### src/rtl/rjns_pkg.sv
`timescale 1ns / 1ps
`default_nettype none

package rjns_pkg;

	localparam int unsigned ID_WIDTH_DEF = 16;

	// results an item can give: two from join, one from notify, one from stabilize
	localparam int unsigned NSLOT = 4;
	localparam int unsigned SLOT_W = $clog2(NSLOT);

	localparam logic [7:0] CTL_NOTIFY = 8'd130;
	localparam logic [7:0] CTL_STAB   = 8'd132;

	localparam int unsigned CTL_JOIN_BIT = 0;
	localparam int unsigned CTL_NTFY_BIT = 1;
	localparam int unsigned CTL_STAB_BIT = 2;
	localparam int unsigned CTL_INT_BIT  = 7;

	localparam int unsigned CFG_W = 32;
	localparam int unsigned CFG_IDX_W = 2;
	localparam logic [CFG_IDX_W-1:0] CFG_NODE_ID   = 2'd0;
	localparam logic [CFG_IDX_W-1:0] CFG_NODE_IP   = 2'd1;
	localparam logic [CFG_IDX_W-1:0] CFG_NODE_PORT = 2'd2;

	typedef struct packed {
		logic [31:0] dest_ip;
		logic [15:0] dest_port;
		logic [7:0]  ctl;
		logic [31:0] mip;
		logic [15:0] mport;
		logic [15:0] mid;
		logic        fault;
	} res_t;

	function automatic res_t mk_res(
		input logic [31:0] dip,
		input logic [15:0] dport,
		input logic [7:0]  ctl,
		input logic [31:0] mip,
		input logic [15:0] mport,
		input logic [15:0] mid
	);
		res_t r;
		r.dest_ip   = dip;
		r.dest_port = dport;
		r.ctl       = ctl;
		r.mip       = mip;
		r.mport     = mport;
		r.mid       = mid;
		r.fault     = 1'b0;
		return r;
	endfunction

endpackage

`default_nettype wire

### src/rtl/ring_join_notify_stabilize_core.sv
`timescale 1ns / 1ps
`default_nettype none

// Channel  Handshake            Payload
// in       in_valid/in_ready    control, sender_id, sender_ip, sender_port
// out      out_valid/out_ready  dest_ip, dest_port, msg_control, msg_ip, msg_port,
//                               msg_id, fault, last
// cfg      wr_en (no wait)      wr_index, wr_data
//
// An item is registered, then decoded combinationally into zero to four results
// held in a result bundle; the bundle drains one result per cycle on the out
// channel while out_ready is high. A new item is taken every cycle while the
// bundle is free or drains its last result.
// arst_n clears ring entries, node registers and all valid flags.
// out_ready low holds the bundle and, once the input register fills, in_ready.

module ring_join_notify_stabilize_core
	import rjns_pkg::*;
#(
	parameter int unsigned ID_WIDTH = ID_WIDTH_DEF
) (
	input  wire logic                 clk,
	input  wire logic                 arst_n,

	input  wire logic                 wr_en,
	input  wire logic [CFG_IDX_W-1:0] wr_index,
	input  wire logic [CFG_W-1:0]     wr_data,

	input  wire logic                 in_valid,
	output logic                      in_ready,
	input  wire logic [7:0]           control,
	input  wire logic [15:0]          sender_id,
	input  wire logic [31:0]          sender_ip,
	input  wire logic [15:0]          sender_port,

	output logic                      out_valid,
	input  wire logic                 out_ready,
	output logic [31:0]               dest_ip,
	output logic [15:0]               dest_port,
	output logic [7:0]                msg_control,
	output logic [31:0]               msg_ip,
	output logic [15:0]               msg_port,
	output logic [15:0]               msg_id,
	output logic                      fault,
	output logic                      last
);

	logic [15:0] node_id_q;
	logic [31:0] node_ip_q;
	logic [15:0] node_port_q;

	logic                pred_valid_q, succ_valid_q;
	logic [ID_WIDTH-1:0] pred_ident_q, succ_ident_q;
	logic [31:0]         pred_addr_q, succ_addr_q;
	logic [15:0]         pred_portnum_q, succ_portnum_q;

	logic        valid_s1;
	logic [7:0]  ctl_s1;
	logic [15:0] sid_raw_s1;
	logic [31:0] sip_s1;
	logic [15:0] sport_s1;

	logic              valid_s2;
	res_t              res_s2 [NSLOT];
	logic [SLOT_W-1:0] last_s2;
	logic [SLOT_W-1:0] idx_q;

	logic out_done, adv;

	// next state and results for the item in the input register
	logic                pv_d, sv_d;
	logic [ID_WIDTH-1:0] pid_d, sid_d;
	logic [31:0]         paddr_d, saddr_d;
	logic [15:0]         pport_d, sport_d;
	res_t                res_d [NSLOT];
	logic [SLOT_W:0]     k;

	logic [ID_WIDTH-1:0] sid, me;
	logic [15:0]         sid16, me16;
	logic                fire, fault_hit, me_lt_p, s_gt_p, ins;

	assign out_done = valid_s2 && out_ready && (idx_q == last_s2);
	assign adv      = valid_s1 && (!valid_s2 || out_done);
	assign in_ready = !valid_s1 || adv;

	always_ff @(posedge clk or negedge arst_n) begin
		if (!arst_n) begin
			node_id_q   <= '0;
			node_ip_q   <= '0;
			node_port_q <= '0;
		end else if (wr_en) begin
			unique case (wr_index)
				CFG_NODE_ID:   node_id_q   <= wr_data[15:0];
				CFG_NODE_IP:   node_ip_q   <= wr_data;
				CFG_NODE_PORT: node_port_q <= wr_data[15:0];
				default: ;
			endcase
		end
	end

	always_ff @(posedge clk or negedge arst_n) begin
		if (!arst_n) begin
			valid_s1 <= 1'b0;
		end else if (in_ready) begin
			valid_s1 <= in_valid;
		end
	end

	always_ff @(posedge clk) begin
		if (in_ready && in_valid) begin
			ctl_s1     <= control;
			sid_raw_s1 <= sender_id;
			sip_s1     <= sender_ip;
			sport_s1   <= sender_port;
		end
	end

	always_comb begin
		sid   = ID_WIDTH'(sid_raw_s1);
		me    = ID_WIDTH'(node_id_q);
		sid16 = 16'(sid);
		me16  = 16'(me);
		fire  = ctl_s1[CTL_INT_BIT] &&
			(ctl_s1[CTL_JOIN_BIT] ^ ctl_s1[CTL_NTFY_BIT] ^ ctl_s1[CTL_STAB_BIT]);

		pv_d    = pred_valid_q;
		pid_d   = pred_ident_q;
		paddr_d = pred_addr_q;
		pport_d = pred_portnum_q;
		sv_d    = succ_valid_q;
		sid_d   = succ_ident_q;
		saddr_d = succ_addr_q;
		sport_d = succ_portnum_q;

		for (int i = 0; i < NSLOT; i++) begin
			res_d[i] = '0;
		end
		k         = '0;
		fault_hit = 1'b0;

		// an absent predecessor compares as -1, below every id
		me_lt_p = pred_valid_q && (me < pred_ident_q);
		s_gt_p  = !pred_valid_q || (sid > pred_ident_q);
		ins     = (sid > me) ? (me_lt_p && s_gt_p) : (s_gt_p || me_lt_p);

		if (fire && ctl_s1[CTL_JOIN_BIT]) begin
			if (!pred_valid_q && !succ_valid_q) begin
				pv_d = 1'b1; pid_d = sid; paddr_d = sip_s1; pport_d = sport_s1;
				sv_d = 1'b1; sid_d = sid; saddr_d = sip_s1; sport_d = sport_s1;
				res_d[k[SLOT_W-1:0]] = mk_res(sip_s1, sport_s1, CTL_NOTIFY,
					node_ip_q, node_port_q, me16);
				k = k + 1'b1;
				res_d[k[SLOT_W-1:0]] = mk_res(sip_s1, sport_s1, CTL_STAB,
					node_ip_q, node_port_q, me16);
				k = k + 1'b1;
			end else if (sid == me) begin
				fault_hit = 1'b1;
			end else if (ins) begin
				res_d[k[SLOT_W-1:0]] = mk_res(pred_addr_q, pred_portnum_q, CTL_NOTIFY,
					sip_s1, sport_s1, sid16);
				k = k + 1'b1;
				pv_d = 1'b1; pid_d = sid; paddr_d = sip_s1; pport_d = sport_s1;
				res_d[k[SLOT_W-1:0]] = mk_res(sip_s1, sport_s1, CTL_NOTIFY,
					node_ip_q, node_port_q, me16);
				k = k + 1'b1;
			end else begin
				res_d[k[SLOT_W-1:0]] = mk_res(succ_addr_q, succ_portnum_q, ctl_s1,
					sip_s1, sport_s1, sid16);
				k = k + 1'b1;
				res_d[k[SLOT_W-1:0]] = mk_res(succ_addr_q, succ_portnum_q, CTL_STAB,
					node_ip_q, node_port_q, me16);
				k = k + 1'b1;
			end
		end

		if (fire && !fault_hit && ctl_s1[CTL_NTFY_BIT]) begin
			if (!sv_d) begin
				sv_d = 1'b1; sid_d = sid; saddr_d = sip_s1; sport_d = sport_s1;
			end else if (sid != me) begin
				sid_d = sid; saddr_d = sip_s1; sport_d = sport_s1;
				res_d[k[SLOT_W-1:0]] = mk_res(sip_s1, sport_s1, CTL_STAB,
					node_ip_q, node_port_q, me16);
				k = k + 1'b1;
			end
		end

		if (fire && !fault_hit && ctl_s1[CTL_STAB_BIT]) begin
			if (!pv_d) begin
				pv_d = 1'b1; pid_d = sid; paddr_d = sip_s1; pport_d = sport_s1;
			end else begin
				res_d[k[SLOT_W-1:0]] = mk_res(sip_s1, sport_s1, CTL_NOTIFY,
					paddr_d, pport_d, 16'(pid_d));
				k = k + 1'b1;
			end
		end

		// own id on a non-empty ring: lone fault result, nothing else applies
		if (fault_hit) begin
			res_d[0]       = '0;
			res_d[0].fault = 1'b1;
			k              = (SLOT_W+1)'(1);
		end
	end

	always_ff @(posedge clk or negedge arst_n) begin
		if (!arst_n) begin
			pred_valid_q   <= 1'b0;
			pred_ident_q   <= '0;
			pred_addr_q    <= '0;
			pred_portnum_q <= '0;
			succ_valid_q   <= 1'b0;
			succ_ident_q   <= '0;
			succ_addr_q    <= '0;
			succ_portnum_q <= '0;
		end else if (adv) begin
			pred_valid_q   <= pv_d;
			pred_ident_q   <= pid_d;
			pred_addr_q    <= paddr_d;
			pred_portnum_q <= pport_d;
			succ_valid_q   <= sv_d;
			succ_ident_q   <= sid_d;
			succ_addr_q    <= saddr_d;
			succ_portnum_q <= sport_d;
		end
	end

	always_ff @(posedge clk or negedge arst_n) begin
		if (!arst_n) begin
			valid_s2 <= 1'b0;
			idx_q    <= '0;
		end else if (adv) begin
			valid_s2 <= (k != '0);
			idx_q    <= '0;
		end else if (out_done) begin
			valid_s2 <= 1'b0;
			idx_q    <= '0;
		end else if (valid_s2 && out_ready) begin
			idx_q <= idx_q + 1'b1;
		end
	end

	always_ff @(posedge clk) begin
		if (adv) begin
			res_s2  <= res_d;
			last_s2 <= SLOT_W'(k - 1'b1);
		end
	end

	assign out_valid   = valid_s2;
	assign dest_ip     = res_s2[idx_q].dest_ip;
	assign dest_port   = res_s2[idx_q].dest_port;
	assign msg_control = res_s2[idx_q].ctl;
	assign msg_ip      = res_s2[idx_q].mip;
	assign msg_port    = res_s2[idx_q].mport;
	assign msg_id      = res_s2[idx_q].mid;
	assign fault       = res_s2[idx_q].fault;
	assign last        = (idx_q == last_s2);

`ifndef SYNTH
	a_idx_in_bundle: assert property (@(posedge clk) disable iff (!arst_n)
		valid_s2 |-> (idx_q <= last_s2))
		else $error("result index beyond bundle");

	a_fault_alone: assert property (@(posedge clk) disable iff (!arst_n)
		(out_valid && fault) |-> (last && idx_q == '0))
		else $error("fault result not alone");

	a_entries_stay: assert property (@(posedge clk) disable iff (!arst_n)
		(pred_valid_q && succ_valid_q) |=> (pred_valid_q && succ_valid_q))
		else $error("ring entry lost");

	a_state_hold: assert property (@(posedge clk) disable iff (!arst_n)
		!adv |=> ($stable(pred_ident_q) && $stable(succ_ident_q)))
		else $error("ring state changed without an item");
`endif

endmodule

`default_nettype wire

### config.mk
export PLATFORM = sky130hd
export DESIGN_NAME = ring_join_notify_stabilize_core
export DESIGN_NICKNAME = d
export VERILOG_FILES = /design/src/rtl/rjns_pkg.sv /design/src/rtl/ring_join_notify_stabilize_core.sv
export SDC_FILE = /design/constraint.sdc
export NUM_CORES = 1
export LEC_CHECK = 0
export BUFFER_PORTS_ARGS = -buffer_cell sky130_fd_sc_hd__buf_2
export CORE_ASPECT_RATIO = 0.5
export CORE_UTILIZATION = 55
export CTS_BUF_LIST = sky130_fd_sc_hd__clkbuf_2
export DETAILED_ROUTE_END_ITERATION = 12
export HOLD_SLACK_MARGIN = 0.1
export PLACE_DENSITY = 0.74
export SYNTH_ARGS = -nofsm -noshare
export SYNTH_HDL_FRONTEND = slang
export SYNTH_SLANG_ARGS = --single-unit
### constraint.sdc
create_clock -name clk -period 51.4 [get_ports clk]
set_input_delay 12.85 -clock clk [delete_from_list [all_inputs] [get_ports clk]]
set_output_delay 12.85 -clock clk [all_outputs]
set_load 0.03 [all_outputs]
Yosys cells after proc, flatten, opt, wreduce, memory -nomap -nowiden
Cells that the tools add are included.
{ "totals": {"elab_cells": 170, "input_bits": 111, "register_bits": 740} }
{ "op_classes": {"mux": 72, "eq_ne": 5, "n_reduce_logical": 30, "bitwise_logic": 5, "order_cmp": 8, "add_sub_neg": 4} }
{ "op_table": {"columns": ["operator", "count"], "rows": [
  ["two-way mux 484 bit", 5],
  ["bitwise mux 484 bit", 2],
  ["two-way mux 242 bit", 4],
  ["demux 121 bit (select 2 bit)", 2],
  ["two-way mux 121 bit", 4],
  ["two-way mux 32 bit", 11],
  ["two-way mux 16 bit", 17],
  ["binary-select mux 121 bit (select 2 bit)", 1],
  ["greater-than comparator 16 bit", 2],
  ["two-way mux 3 bit", 6],
  ["equality test 16 bit", 1],
  ["< comparator 16 bit", 1],
  ["!= test 16 bit", 1],
  ["logical AND 1 bit", 14],
  ["two-way mux 1 bit", 14],
  ["two-way mux 2 bit", 6],
  ["greater-or-equal comparator 3 bit (second input constant)", 3],
  ["inverter 2 -> 3 bit", 3],
  ["adder 3 x 1 -> 3 bit (second input constant)", 2],
  ["< comparator 3 x 1 -> 1 bit (second input constant)", 2],
  ["AND reduction 2 bit", 3],
  ["nonzero test 3 bit", 2],
  ["zero test 1 bit", 5],
  ["logical OR 1 bit", 4],
  ["other kinds (8)", 9]
]} }

Longest topological paths before layout
{ "logic_depth": {"ltp_word": 17, "ltp_mapped": 16, "ltp_nobuf": 13} }

Worst setup path after synthesis
OpenSTA, ideal clock, no wires.
{ "synth_timing": {"path_type": "in2reg", "start": "input port out_ready", "end": "register pred_addr_q[10]", "t_arrival_ns": 35.787, "required_ns": 51.273, "path_buffers": 1, "stages": 6, "path_slack_ns": 15.486, "cell_sequence": "a21boi_0 nor2_1 nand3_1 a2bb2oi_4 buf_6 mux2_1"} }
{ "synth_between": {"elab_chain_len": 4} }
{ "synth_rtl": {"columns": ["element", "line", "source"], "rows": [
  ["from (decl)", "ring_join_notify_stabilize_core.sv:37", "input wire logic out_ready,"],
  ["logical AND 1 bit (2 in series)", "ring_join_notify_stabilize_core.sv:82", "assign out_done = valid_s2 && out_ready && (idx_q == last_s2);"],
  ["logical OR 1 bit", "ring_join_notify_stabilize_core.sv:83", "assign adv = valid_s1 && (!valid_s2 || out_done);"],
  ["logical AND 1 bit", "ring_join_notify_stabilize_core.sv:83", null],
  ["net adv", "ring_join_notify_stabilize_core.sv:68", "logic out_done, adv;"],
  ["to (signal assigned)", "ring_join_notify_stabilize_core.sv:218", "pred_addr_q <= paddr_d;"],
  ["to (decl)", "ring_join_notify_stabilize_core.sv:54", "logic [31:0] pred_addr_q, succ_addr_q;"]
]} }
The timed path passes the listed nets, and every way through them passes these cells.
A chain may end at the register's enable or synchronous reset.

Worst setup path in the final report
{ "layout_timing": {"start": "input port out_ready", "end": "output port in_ready"} }
{ "layout_between": {"elab_chain_len": 5} }
{ "layout_rtl": {"columns": ["element", "line", "source"], "rows": [
  ["logical AND 1 bit (2 in series)", "ring_join_notify_stabilize_core.sv:82", null],
  ["logical OR 1 bit", "ring_join_notify_stabilize_core.sv:83", null],
  ["logical AND 1 bit", "ring_join_notify_stabilize_core.sv:83", null],
  ["logical OR 1 bit", "ring_join_notify_stabilize_core.sv:84", "assign in_ready = !valid_s1 || adv;"],
  ["to (decl)", "ring_join_notify_stabilize_core.sv:30", "output logic in_ready,"]
]} }
Every way passes these cells.

==> results.py <==
metrics = {
    "route": {
        "drt_iter0_drc": 2775,
        "ant_nets": 0,
        "routedWlPerCell_um": 25.85,
        "via_per_inst": 6.428,
        "dr.pass1.iters": 10,
        "via_count": 23970,
        "wirelength_mm": 96.38,
        "drc": 1,
    },
    "sta": {
        "worst_pin_slew_ns": 1.418,
        "max_slew_margin": 0.05118,
        "grt_setup_unrepaired": "false",
        "min_period_ns": 26.77,
        "setup_violations": 0,
        "hold_viol": 0,
        "fmax_ghz": 0.03736,
        "tns_ns": 0,
        "worst_slack_ns": 24.63,
        "report.final.slew_viol_count": 0,
        "min_period_over_period": 0.5207,
        "finClkSkew_ns": 0.1062,
    },
    "logic_synthesis": {
        "synthTopCellsByCount": "538 x edfxtp_1, 226 x mux2i_1, 213 x nand2_1, 182 x dfrtp_1, 152 x mux2_2",
        "synth_nets": 2676,
        "synth_cell_types": 70,
        "ys_seq_area_frac": 0.5897,
        "synth-main-ff-cell": "edfxtp_1",
        "yosys_warnings": 0,
        "syn_inst": 2513,
        "synth_edf_count": 538,
        "netlist_area_um2": 35120,
        "yosys-top-cells-area": "edfxtp_1 46%, dfrtp_1 13%, mux4_2 7.3%",
        "synth_top_cell_area_share": 0.4600,
        "async_flop_share": 0.2528,
        "synth_area_leader_cell": "edfxtp_1",
        "synth_seq_cells": 720,
        "post-synth-top-count-cell": "edfxtp_1",
        "syn_avg_cell_area_um2": 13.97,
    },
    "global_route": {
        "grt_pass1_wl_mm": 144.4,
        "grt_remaining_overflow": 0,
        "grt_max_degree": 170,
        "grt_usage": 0.2955,
        "grt_pass1_vias": 24110,
        "antenna_found_initial": 5,
    },
    "placement": {
        "place_congestion": 0.8419,
        "dp_slack_ns": 24.64,
        "dpl.hpwl_mm": 56.27,
        "port_buffers": 234,
    },
    "worst_setup_path": {
        "cpMostUsedCell": "buf_2",
        "cpPeakStageDelay_ns": 0.53,
        "crit_start": "out_ready",
        "critPathMaxFanout": 4,
        "path_depth": 4,
        "cp_cell_sequence": "buf_2 -> a21boi_0 -> nand2_1 -> buf_2",
        "r2r_start": "idx_q[0]$_DFFE_PN0P_",
        "cp.arrival_ns": 13.92,
        "rr_worst_depth": 9,
        "cp_slowest_cell": "a21boi_0",
        "startpoint_type": "input port",
        "critical-path-top-delay-family": "compound AO/OA/AOI/OAI gates",
        "crit_path_end_kind": "primary output",
        "critPathBufInv": 2,
        "crit_type": "input port to primary output",
        "required_ns": 38.55,
    },
    "min_path": {
        "hp-class": "flop to flop",
        "hold_depth": 1,
        "hp-start": "pred_ident_q[7]$_DFFE_PN0P_",
    },
    "clock_tree": {
        "ctsHtreeMaxLevel": 4,
        "cts_hold_buf": 0,
        "postCtsSetupBuffers": 0,
        "cts_resized": 0,
        "cts-root-buf": "clkbuf_2",
        "clk_pin_slew_worst_paths_ns": 0.11,
        "insertion_delay_ns": 1.31,
        "cts_tree": "built",
        "clock_sinks": 720,
        "cts_made_buffers": 163,
        "clock_path_buffers": 3,
    },
    "die": {
        "die_w_um": 359.4,
        "core.rowCount": 65,
        "die_h_um": 180.7,
        "dieArea_um2": 64930,
        "io_pins": 235,
        "core_area_um2": 63110,
        "start_util": 0.5565,
    },
    "run_status": {
        "outcome": "complete, but fails checks",
        "violations": "DRC",
    },
    "power": {
        "powerDensity_nw_per_um2": 64.10,
        "p_leak_nw": 16.12,
        "finalPower_mw": 2.471,
        "peakVddDrop_mv": 0.05463,
    },
    "layout": {
        "finalNetCount": 2910,
        "fill_cells": 4873,
        "syn_to_final_growth_pct": 9.755,
        "drive_gt1_frac": 0.3001,
    },
    "flow_run": {
        "max_cap_viol_count": 0,
    },
}
per-stage QoR:
stage | hold slack [ns] | instances | util | cell area [um2]
3_5_place_dp | 0.5087 | 3419 | 0.5855 | 36950
4_1_cts | 0.5348 | 3726 | 0.6106 | 38540
5_1_grt | 0.5582 | 3729 | 0.6107 | 38540
6_report | 0.5349 | 3729 | 0.6107 | 38540
2_1_floorplan | 0.4791 | 2513 | - | 35120
3_3_place_gp | 0.5026 | 3419 | 0.5855 | 36950
flip-flops by register name (all words and copies together) (netlist names):
name and cells:
node_ip_q 32, sip_s1 32, sport_s1 16, out_valid 1, pred_ident_q 16, succ_portnum_q 16
pred_addr_q 32, succ_addr_q 32, ctl_s1 8, pred_valid_q 1, valid_s1 1, me 16
res_s2 464, pred_portnum_q 16, last_s2 2, succ_valid_q 1, idx_q 2, node_port_q 16
sid 16
report_power, final:
part           leakage (nW)  switching, mW  internal (mW)
Combinational          7.50          0.672          0.370
Clock                  1.21          0.234          0.150
Sequential             7.41          0.127          0.917
cell usage in the layout, fill, tap and decap left out, types with 5 or more instances in the layout:
cell type and n:
buf_2 233, a31oi_1 57, mux2i_1 226, o2bb2ai_1 33, a22o_1 29, inv_1 46
inv_2 5, a21oi_1 20, edfxtp_1 538, a32oi_1 38, a211oi_1 28, a21o_1 9
clkbuf_2 262, nand3_1 9, mux2_2 152, clkinv_1 30, o31ai_1 16, o211ai_1 18
nand2_1 208, mux4_2 114, and3_1 57, a22oi_1 79, ha_1 51, nor2_1 84
mux2_1 10, o21ai_0 66, and4_1 7, buf_4 50, a2bb2oi_1 30, nand4_1 6
and2_1 46, a221o_1 5, nor3b_1 15, nor2b_1 49, dfrtp_1 180
final timing paths:
kind / end / slack, ns
setup / recovery: in_ready / 24.63
hold / removal: pred_ident_q[7]$_DFFE_PN0P_ / 0.53
setup reg to reg: res_s2[462]$_SDFFCE_PP0P_ / 45.05
hold reg to reg: pred_ident_q[7]$_DFFE_PN0P_ / 0.53
max in group asynchronous: succ_addr_q[10]$_DFFE_PN0P_ / 38.35
min in group asynchronous: succ_portnum_q[4]$_DFFE_PN0P_ / 11.55
layout make-up:
| class | count | area, um2 | area share |
|---|---|---|---|
| clock buffers | 262 | 1311 | 0.03402 |
| inverters | 46 | 172.7 | 0.004480 |
| diodes | 3 | 7.507 | 0.0001948 |
| clock inverters | 45 | 274.0 | 0.007109 |
| flip-flops and latches | 720 | 20720 | 0.5375 |
| multi-input cells | 1531 | 13440 | 0.3487 |
| repair buffers | 285 | 1575 | 0.04087 |
| well taps | 837 | 1047 | 0.02717 |
metal layers:
layer  track usage  share of wire  vias up
met5             0        0.00028        -
met1        0.3957           0.39    12060
met4        0.1097          0.030        4
li1              -              -    10340
met3       0.07637           0.10      232
met2        0.4679           0.47     1337
logic make-up after synthesis:
family	after synthesis	share of synthesized area
AOI/OAI and AO/OA	461	0.09780
xor gates and xnor gates	4	0.0009978
adders and majority gates	52	0.01853
buffers and inverters	262	0.03206
DFF	720	0.5897
muxes	502	0.1895
and+or+nand+nor	512	0.07143
worst register-to-register path: cells and delay by family, from the launching register on:
| family | cells | cell delay (ns) |
|---|---|---|
| xor gates and xnor gates | 1 | 0.15 |
| DFF | 1 | 1.01 |
| buffers and inverters | 5 | 4.01 |
| and+or+nand+nor | 2 | 0.44 |
| AOI/OAI and AO/OA | 1 | 0.29 |
Note: power is estimated with default switching activity, not from simulation.
